<file path="config.mk">
export PLATFORM = sky130hd
export DESIGN_NAME = golomb_bit_serial_decoder
export DESIGN_NICKNAME = d
export VERILOG_FILES = /design/src/hdl/gbsd_pkg.sv /design/src/hdl/gbsd_in_reg.sv /design/src/hdl/gbsd_core.sv /design/src/hdl/gbsd_out_reg.sv /design/src/hdl/golomb_bit_serial_decoder.sv
export VERILOG_INCLUDE_DIRS = /design/src /design/src/hdl
export SDC_FILE = /design/constraint.sdc
export NUM_CORES = 1
export LEC_CHECK = 0
export ABC_AREA = 1
export BUFFER_PORTS_ARGS = -buffer_cell sky130_fd_sc_hd__buf_2
export CAP_MARGIN = 15
export CORE_ASPECT_RATIO = 1.1
export CORE_MARGIN = 2
export CORE_UTILIZATION = 45
export CTS_CLUSTER_SIZE = 24
export DETAILED_ROUTE_END_ITERATION = 12
export PLACE_DENSITY = 0.61
export SYNTH_ARGS = -nofsm -noshare
export SYNTH_HDL_FRONTEND = slang
export SYNTH_SLANG_ARGS = --single-unit
</file>
<file path="constraint.sdc">
create_clock -name clk -period 14.3 [get_ports clk]
set_clock_uncertainty 0.05 [all_clocks]
set_input_delay 3.575 -clock clk [delete_from_list [all_inputs] [get_ports clk]]
set_output_delay 3.575 -clock clk [all_outputs]
set_load 0.02 [all_outputs]
</file>
<file path="src/hdl/golomb_bit_serial_decoder_defines.svh">
// Assertion macros used by the decoder core.
// Each macro expects the enclosing module to have clk and arst_n.
`ifndef GOLOMB_BIT_SERIAL_DECODER_DEFINES_SVH
`define GOLOMB_BIT_SERIAL_DECODER_DEFINES_SVH

// Condition that must hold in the same cycle as its trigger.
`define GBSD_ASSERT_SAME(label, ante, cons, msg) \
	label: assert property (@(posedge clk) disable iff (!arst_n) (ante) |-> (cons)) \
		else $error(msg);

// Condition that must hold in the cycle after its trigger.
`define GBSD_ASSERT_NEXT(label, ante, cons, msg) \
	label: assert property (@(posedge clk) disable iff (!arst_n) (ante) |=> (cons)) \
		else $error(msg);

`endif

</file>
<file path="src/hdl/gbsd_pkg.sv">
`default_nettype none

package gbsd_pkg;

	// Field and state widths.
	localparam int DIVISOR_BITS = 16;
	localparam int VALUE_BITS   = 32;
	localparam int LOG_BITS     = $clog2(DIVISOR_BITS + 1);
	localparam int CNT_BITS     = $clog2(DIVISOR_BITS);

	localparam logic [DIVISOR_BITS-1:0] DIVISOR_RESET = DIVISOR_BITS'(4);

	// Decoder phase codes.
	localparam logic [1:0] PH_UNARY = 2'd0;
	localparam logic [1:0] PH_REM   = 2'd1;
	localparam logic [1:0] PH_LAST  = 2'd2;

	// One registered input bit.
	typedef struct packed {
		logic vld;
		logic code_bit;
	} in_item_t;

	// One decoded result on its way to the output register.
	typedef struct packed {
		logic                  vld;
		logic [VALUE_BITS-1:0] value;
		logic                  ovf;
	} result_t;

	// Smallest b with 2^b >= m, for m of at least one.
	function automatic logic [LOG_BITS-1:0] ceil_log2(input logic [DIVISOR_BITS-1:0] m);
		logic [LOG_BITS-1:0] b;
		b = '0;
		for (int i = 0; i < DIVISOR_BITS; i++) begin
			if ({1'b0, m} > ((DIVISOR_BITS + 1)'(1) << i)) begin
				b = LOG_BITS'(i + 1);
			end
		end
		return b;
	endfunction

endpackage

`default_nettype wire

</file>
<file path="src/hdl/gbsd_in_reg.sv">
`default_nettype none

module gbsd_in_reg (
	input  wire logic               clk,
	input  wire logic               arst_n,
	input  wire logic               in_valid,
	output logic                    in_ready,
	input  wire logic               code_bit,
	input  wire logic               pop,
	output gbsd_pkg::in_item_t      item
);

	logic valid_s1;
	logic bit_s1;

	// A new transaction fits when the slot is empty or being drained.
	assign in_ready = !valid_s1 || pop;

	always_ff @(posedge clk or negedge arst_n) begin
		if (!arst_n) begin
			valid_s1 <= 1'b0;
		end else if (in_ready) begin
			valid_s1 <= in_valid;
		end
	end

	always_ff @(posedge clk) begin
		if (in_valid && in_ready) begin
			bit_s1 <= code_bit;
		end
	end

	assign item.vld      = valid_s1;
	assign item.code_bit = bit_s1;

endmodule

`default_nettype wire

</file>
<file path="src/hdl/gbsd_core.sv">
`default_nettype none

`include "golomb_bit_serial_decoder_defines.svh"

module gbsd_core (
	input  wire logic                                  clk,
	input  wire logic                                  arst_n,
	input  wire logic                                  cfg_we,
	input  wire logic [gbsd_pkg::DIVISOR_BITS-1:0]     cfg_divisor,
	input  wire logic                                  step,
	input  wire logic                                  code_bit,
	output gbsd_pkg::result_t                          res
);

	localparam int DB = gbsd_pkg::DIVISOR_BITS;
	localparam int VB = gbsd_pkg::VALUE_BITS;
	localparam int LB = gbsd_pkg::LOG_BITS;
	localparam int CB = gbsd_pkg::CNT_BITS;

	logic [DB-1:0] divisor_q;
	logic [1:0]    phase_q,    phase_d;
	logic [VB-1:0] sq_q,       sq_d;
	logic [DB-1:0] ra_q,       ra_d;
	logic [DB-1:0] u_q,        u_d;
	logic [CB-1:0] bl_q,       bl_d;
	logic          ovf_seen_q, ovf_seen_d;
	logic          qp_q,       qp_d;
	logic          odd_base_q, odd_base_d;

	logic [DB-1:0] m_eff;
	logic [LB-1:0] b_eff;
	logic [LB-1:0] b_dec;
	logic [DB:0]   u_full;
	logic [DB-1:0] ra_shift;
	logic [DB:0]   r_last_full;
	logic [CB-1:0] bl_dec;
	logic [VB:0]   sum_u;
	logic          fin;
	logic [DB-1:0] r_fin;
	logic          odd_fin;
	logic [VB:0]   sum_f;
	logic [VB-1:0] v_f;
	logic [VB-1:0] half_f;
	logic          ovf_f;
	logic          odd_f;

	// Divisor register; zero acts as a divisor of one.
	always_ff @(posedge clk or negedge arst_n) begin
		if (!arst_n) begin
			divisor_q <= gbsd_pkg::DIVISOR_RESET;
		end else if (cfg_we) begin
			divisor_q <= cfg_divisor;
		end
	end

	assign m_eff = (divisor_q == '0) ? DB'(1) : divisor_q;

	// Truncated-binary parameters for the current divisor, captured at the end of the unary run.
	assign b_eff  = gbsd_pkg::ceil_log2(m_eff);
	assign b_dec  = b_eff - LB'(1);
	assign u_full = ((DB + 1)'(1) << b_eff) - {1'b0, m_eff};

	// Remainder shifting and the extended final bit.
	assign ra_shift    = {ra_q[DB-2:0], code_bit};
	assign r_last_full = {ra_q, code_bit} - {1'b0, u_q};
	assign bl_dec      = (bl_q != '0) ? bl_q - CB'(1) : bl_q;

	// Running quotient sum over the one bits.
	assign sum_u = {1'b0, sq_q} + {{(VB + 1 - DB){1'b0}}, m_eff};

	// Next-state logic for one stream bit.
	always_comb begin
		phase_d    = phase_q;
		sq_d       = sq_q;
		ra_d       = ra_q;
		u_d        = u_q;
		bl_d       = bl_q;
		ovf_seen_d = ovf_seen_q;
		qp_d       = qp_q;
		odd_base_d = odd_base_q;
		fin        = 1'b0;
		r_fin      = '0;
		odd_fin    = odd_base_q;
		case (phase_q)
			gbsd_pkg::PH_REM: begin
				ra_d = ra_shift;
				bl_d = bl_dec;
				if (bl_dec == '0) begin
					if (ra_shift < u_q) begin
						fin   = 1'b1;
						r_fin = ra_shift;
					end else begin
						phase_d = gbsd_pkg::PH_LAST;
					end
				end
			end
			gbsd_pkg::PH_LAST: begin
				fin   = 1'b1;
				r_fin = r_last_full[DB-1:0];
			end
			default: begin
				if (code_bit) begin
					qp_d    = qp_q ^ m_eff[0];
					phase_d = gbsd_pkg::PH_UNARY;
					if (sum_u[VB]) begin
						sq_d       = '1;
						ovf_seen_d = 1'b1;
					end else begin
						sq_d = sum_u[VB-1:0];
					end
				end else begin
					odd_base_d = qp_q & m_eff[0];
					u_d        = u_full[DB-1:0];
					if (b_eff == '0) begin
						fin     = 1'b1;
						odd_fin = qp_q & m_eff[0];
					end else begin
						ra_d    = '0;
						bl_d    = b_dec[CB-1:0];
						phase_d = (b_dec == '0) ? gbsd_pkg::PH_LAST : gbsd_pkg::PH_REM;
					end
				end
			end
		endcase
		// A finished codeword starts the next one from a clean state.
		if (fin) begin
			phase_d    = gbsd_pkg::PH_UNARY;
			sq_d       = '0;
			ra_d       = '0;
			bl_d       = '0;
			ovf_seen_d = 1'b0;
			qp_d       = 1'b0;
		end
	end

	always_ff @(posedge clk or negedge arst_n) begin
		if (!arst_n) begin
			phase_q    <= gbsd_pkg::PH_UNARY;
			sq_q       <= '0;
			ra_q       <= '0;
			u_q        <= '0;
			bl_q       <= '0;
			ovf_seen_q <= 1'b0;
			qp_q       <= 1'b0;
			odd_base_q <= 1'b0;
		end else if (step) begin
			phase_q    <= phase_d;
			sq_q       <= sq_d;
			ra_q       <= ra_d;
			u_q        <= u_d;
			bl_q       <= bl_d;
			ovf_seen_q <= ovf_seen_d;
			qp_q       <= qp_d;
			odd_base_q <= odd_base_d;
		end
	end

	// Magnitude, saturation and zigzag unmapping of a finished codeword.
	assign sum_f  = {1'b0, sq_q} + {{(VB + 1 - DB){1'b0}}, r_fin};
	assign ovf_f  = ovf_seen_q | sum_f[VB];
	assign odd_f  = odd_fin ^ r_fin[0];
	assign v_f    = sum_f[VB-1:0];
	assign half_f = {1'b0, v_f[VB-1:1]};

	always_comb begin
		res.vld = step & fin;
		res.ovf = ovf_f;
		if (ovf_f) begin
			res.value = odd_f ? {1'b1, {(VB - 1){1'b0}}} : {1'b0, {(VB - 1){1'b1}}};
		end else begin
			res.value = v_f[0] ? ~half_f : half_f;
		end
	end

	`GBSD_ASSERT_SAME(a_rem_count_live, phase_q == gbsd_pkg::PH_REM, bl_q != '0,
		"remainder phase with no bits left")
	`GBSD_ASSERT_SAME(a_sat_full, ovf_seen_q, &sq_q,
		"saturated quotient is not at the limit")
	`GBSD_ASSERT_NEXT(a_clear_after_fin, step && fin,
		phase_q == gbsd_pkg::PH_UNARY && sq_q == '0 && !ovf_seen_q && !qp_q,
		"codeword state not cleared")
	`GBSD_ASSERT_NEXT(a_hold_idle, !step,
		$stable(phase_q) && $stable(sq_q) && $stable(ra_q),
		"state moved without a bit")

endmodule

`default_nettype wire

</file>
<file path="src/hdl/gbsd_out_reg.sv">
`default_nettype none

module gbsd_out_reg (
	input  wire logic                               clk,
	input  wire logic                               arst_n,
	input  wire gbsd_pkg::result_t                  res,
	output logic                                    slot_free,
	output logic                                    out_valid,
	input  wire logic                               out_ready,
	output logic signed [gbsd_pkg::VALUE_BITS-1:0]  decoded_value,
	output logic                                    overflow
);

	logic                              valid_q;
	logic [gbsd_pkg::VALUE_BITS-1:0]   value_q;
	logic                              ovf_q;

	// The register can take a result when empty or being read this cycle.
	assign slot_free = !valid_q || out_ready;

	always_ff @(posedge clk or negedge arst_n) begin
		if (!arst_n) begin
			valid_q <= 1'b0;
		end else if (res.vld) begin
			valid_q <= 1'b1;
		end else if (out_ready) begin
			valid_q <= 1'b0;
		end
	end

	always_ff @(posedge clk) begin
		if (res.vld) begin
			value_q <= res.value;
			ovf_q   <= res.ovf;
		end
	end

	assign out_valid     = valid_q;
	assign decoded_value = $signed(value_q);
	assign overflow      = ovf_q;

endmodule

`default_nettype wire

</file>
<file path="src/hdl/golomb_bit_serial_decoder.sv">
// Channel   Handshake               Payload
// input     in_valid / in_ready     code_bit (1 bit)
// output    out_valid / out_ready   decoded_value (32 bit signed), overflow
// config    cfg_valid / cfg_ready   golomb_divisor (16 bit, reset 4)
//
// One code bit per clock while the output register has room: a bit is decoded
// while it sits in the input register, and a finished codeword is written to
// the output register at the next edge. A codeword's value is offered from the
// output register once its last bit has left the input register.
// arst_n clears the decoder to the start of a codeword and the divisor to 4.
// While the output register holds an untaken value, one more bit is held at
// the input register and in_ready then drops.
`default_nettype none

module golomb_bit_serial_decoder (
	input  wire logic                                  clk,
	input  wire logic                                  arst_n,
	input  wire logic                                  cfg_valid,
	output logic                                       cfg_ready,
	input  wire logic [gbsd_pkg::DIVISOR_BITS-1:0]     golomb_divisor,
	input  wire logic                                  in_valid,
	output logic                                       in_ready,
	input  wire logic                                  code_bit,
	output logic                                       out_valid,
	input  wire logic                                  out_ready,
	output logic signed [gbsd_pkg::VALUE_BITS-1:0]     decoded_value,
	output logic                                       overflow
);

	gbsd_pkg::in_item_t item;
	gbsd_pkg::result_t  res;
	logic               slot_free;
	logic               step;

	// The divisor register takes every configuration transaction.
	assign cfg_ready = 1'b1;

	// A held bit is decoded whenever its result has a place to go.
	assign step = item.vld && slot_free;

	gbsd_in_reg u_in_reg (
		.clk      (clk),
		.arst_n   (arst_n),
		.in_valid (in_valid),
		.in_ready (in_ready),
		.code_bit (code_bit),
		.pop      (step),
		.item     (item)
	);

	gbsd_core u_core (
		.clk         (clk),
		.arst_n      (arst_n),
		.cfg_we      (cfg_valid),
		.cfg_divisor (golomb_divisor),
		.step        (step),
		.code_bit    (item.code_bit),
		.res         (res)
	);

	gbsd_out_reg u_out_reg (
		.clk           (clk),
		.arst_n        (arst_n),
		.res           (res),
		.slot_free     (slot_free),
		.out_valid     (out_valid),
		.out_ready     (out_ready),
		.decoded_value (decoded_value),
		.overflow      (overflow)
	);

endmodule

`default_nettype wire
</file>
==> impl_metrics.ini <==
[cells_and_area]
multi_input_area_sq_um = 5600
final_cell_mix = nand2_1 (262), inv_1 (153), o21ai_0 (132), nor2_1 (112), a21oi_1 (111)
antennaDiodeCount = 0
layout_commonest_cell = nand2_1
area_growth_pct = 10.9
final_nets = 1436
seq_area_sq_um = 3270
layout-drive-gt1-share = 0.102
fillers = 2107

[route]
drtAntennaViolNets = 0
firstDrtPassIters = 5
drt-wirelength-per-cell_um = 14.9
vias = 8502
drtIter0Drc = 525
routed_wirelength_um = 24500
drc = 0
via_per_inst = 5.18

[timing]
hold_violations = 0
setup-tns-final_ps = 0
period_needed_ps = 7640
worstMarginPinSlew_ps = 929
rsz0062_at_grt = false
drv_slew = 0
slew-limit-headroom = 0.381
timing.final.crit_share = 0.535
finalSetupViolations = 0
setup_ws_ps = 6660
max_clock_freq_ghz = 0.131

[outcome]
status = completed

[global_routing]
grt_pass1_wl_um = 41000
antenna_found_initial = 0
grt_pass1_vias = 8099
grt.total_usage = 0.229
gr-total-overflow = 0
grt_max_degree = 71

[clock_network]
clkSinkCount = 124
clockBufferDepth = 2
cts_resized = 0
clkSlewWorstSetupHoldPaths_ps = 60
cts_max_level = 4
cts_tree = built
post_cts_buffers = 0
cts_buffers = 17
postCtsHoldBufs = 0
cts_root_buf = clkbuf_16
insertion_delay_ps = 420

[floorplan]
dieArea_sq_um = 22800
coreArea_sq_um = 21200
die_h_um = 158
initial_core_util = 0.457
die_w_um = 144
rows = 56
ios = 58

[pwr]
pwr-share-comb = 0.485
p_int_mw = 1.09
p_seq_frac = 0.291
p_sw_mw = 0.839
p_clk_frac = 0.224
irDropWorstVdd_mv = 0.0990
leakagePower_nw = 5.02
switching_share = 0.435
power_density_nw_per_um2 = 179
total_power_mw = 1.93

[worst_hold_path]
hp-start = u_core.u_q[7]
holdPathStages = 2
hold_class = reg2reg
min_to = u_core.u_q[7]

[place]
place.port_buffers = 56
hpwl_um = 18800
pre_cts_slack_ps = 6650
gp_congestion = 0.901

[synthesis]
syn-num-nets = 1408
synth_seq_cells = 124
syn_inst = 1309
synth.avg_cell_area_sq_um = 7.42
synth_top_area_share = 0.229
yosysWarnings = 0
async_flop_share = 0.726
synth_seq_area_share = 0.337
syn_area_sq_um = 9710
synth.area.top_cells = dfrtp_1 (23%), edfxtp_1 (11%), nand2_1 (10%), ha_1 (9.4%), o21ai_0 (6.8%)
synth-edff-count = 34
synthFlopType = dfrtp_1
yosys.area.top_type = dfrtp_1
synth_cell_types = 55

[run]
cap_violations = 0

[setup_path]
cp.required_ps = 10680
critPathKind = in2out
r2r_start = u_in_reg.bit_s1
end_kind = output port
reg2reg_to = u_out_reg.decoded_value[31]
worstPathMaxFanout = 3
worst-r2r-setup-slack_ps = 7620
cp.arrival_ps = 4020
reg2reg_depth = 34
start_kind = primary input
[cell type report]
cell class / instances / area share
Multi-Input combinational cell: 976 / 0.520
Sequential cell: 124 / 0.304
Inverter: 158 / 0.0560
Clock buffer: 17 / 0.0395
Tap cell: 290 / 0.0337
Timing Repair Buffer: 60 / 0.0309
Clock inverter: 15 / 0.0152
[worst max-delay path by stage]
stage,from,to,slack (ps)
final,out_ready,in_ready,6660
after CTS,out_ready,in_ready,6650
after floorplan,out_ready,in_ready,6850
after detailed placement,out_ready,in_ready,6650
after global placement,out_ready,in_ready,6680
after global routing,out_ready,in_ready,6620
[cell families (layout without fill, tap and decap cells)]
group,after synthesis,in the layout,share of synthesized area
other,1,1,0.000386
buffers and inverters,209,250,0.0858
AOI/OAI and AO/OA,329,329,0.195
and+or+nand+nor,508,508,0.224
xor gates and xnor gates,61,61,0.0550
DFF,124,124,0.337
adders and majority gates,77,77,0.102
[critical path, stage by stage]
cell     delay [ps]
buf_2            90
inv_1            60
nand3_1         110
buf_2           180
[sequential cells by signal (all words and copies together) (netlist names), 2 cells and up]
name	count
u_core.sq_q	32
u_out_reg.decoded_value	32
u_core.divisor_q	16
u_core.u_q	16
u_core.ra_q	15
u_core.bl_q	4
u_core.phase_q	2
[synth_stat cells (3+ instances only)]
master / count
or2_2: 5
nor2_4: 4
nand3_1: 68
nor2_1: 112
nand2_4: 4
nor3_1: 21
ha_1: 73
nand2_1: 262
xor2_1: 43
buf_4: 3
edfxtp_1: 34
xnor2_1: 18
o21ai_1: 18
o21bai_1: 7
o22ai_1: 6
clkbuf_1: 34
nand2_2: 6
a31oi_1: 8
fa_1: 4
o31ai_1: 4
inv_1: 153
o21a_1: 6
o22ai_2: 10
o21ai_2: 3
dfrtp_1: 89
o21ai_0: 132
nor4_1: 5
nand4_1: 14
a21oi_1: 111
buf_2: 10
nor2_2: 4
a21o_1: 3
a21boi_0: 4
[metrics by stage]
step | utilization | cell area (sq um) | hold WS, ps | std cells
detailed placement | 0.478 | 10100 | 423 | 1607
CTS | 0.506 | 10700 | 438 | 1639
finish | 0.507 | 10800 | 440 | 1640
global placement | 0.478 | 10100 | 419 | 1607
floorplan | - | 9710 | 403 | 1309
global route | 0.507 | 10800 | 466 | 1640
[metal layers]
metal | part of all wire | up-vias | wire length, um | global-route usage
li1 | - | 4436 | - | -
met1 | 0.46 | 3869 | 11300 | 0.298
met2 | 0.48 | 163 | 11800 | 0.394
met3 | 0.033 | 34 | 821 | 0.0281
met4 | 0.022 | 0 | 546 | 0.0766
met5 | 0 | - | 0 | 0
[power by group through the flow]
stage	sequential [mW]	combinational (mW)	clock [mW]
final	0.562	0.937	0.432
after global routing	0.574	1.08	0.455
after global placement	0.567	0.920	0
after floorplan	0.559	0.740	0
after CTS	0.562	0.934	0.439
after detailed placement	0.568	0.929	0
Power figures use the tool's default switching activity.
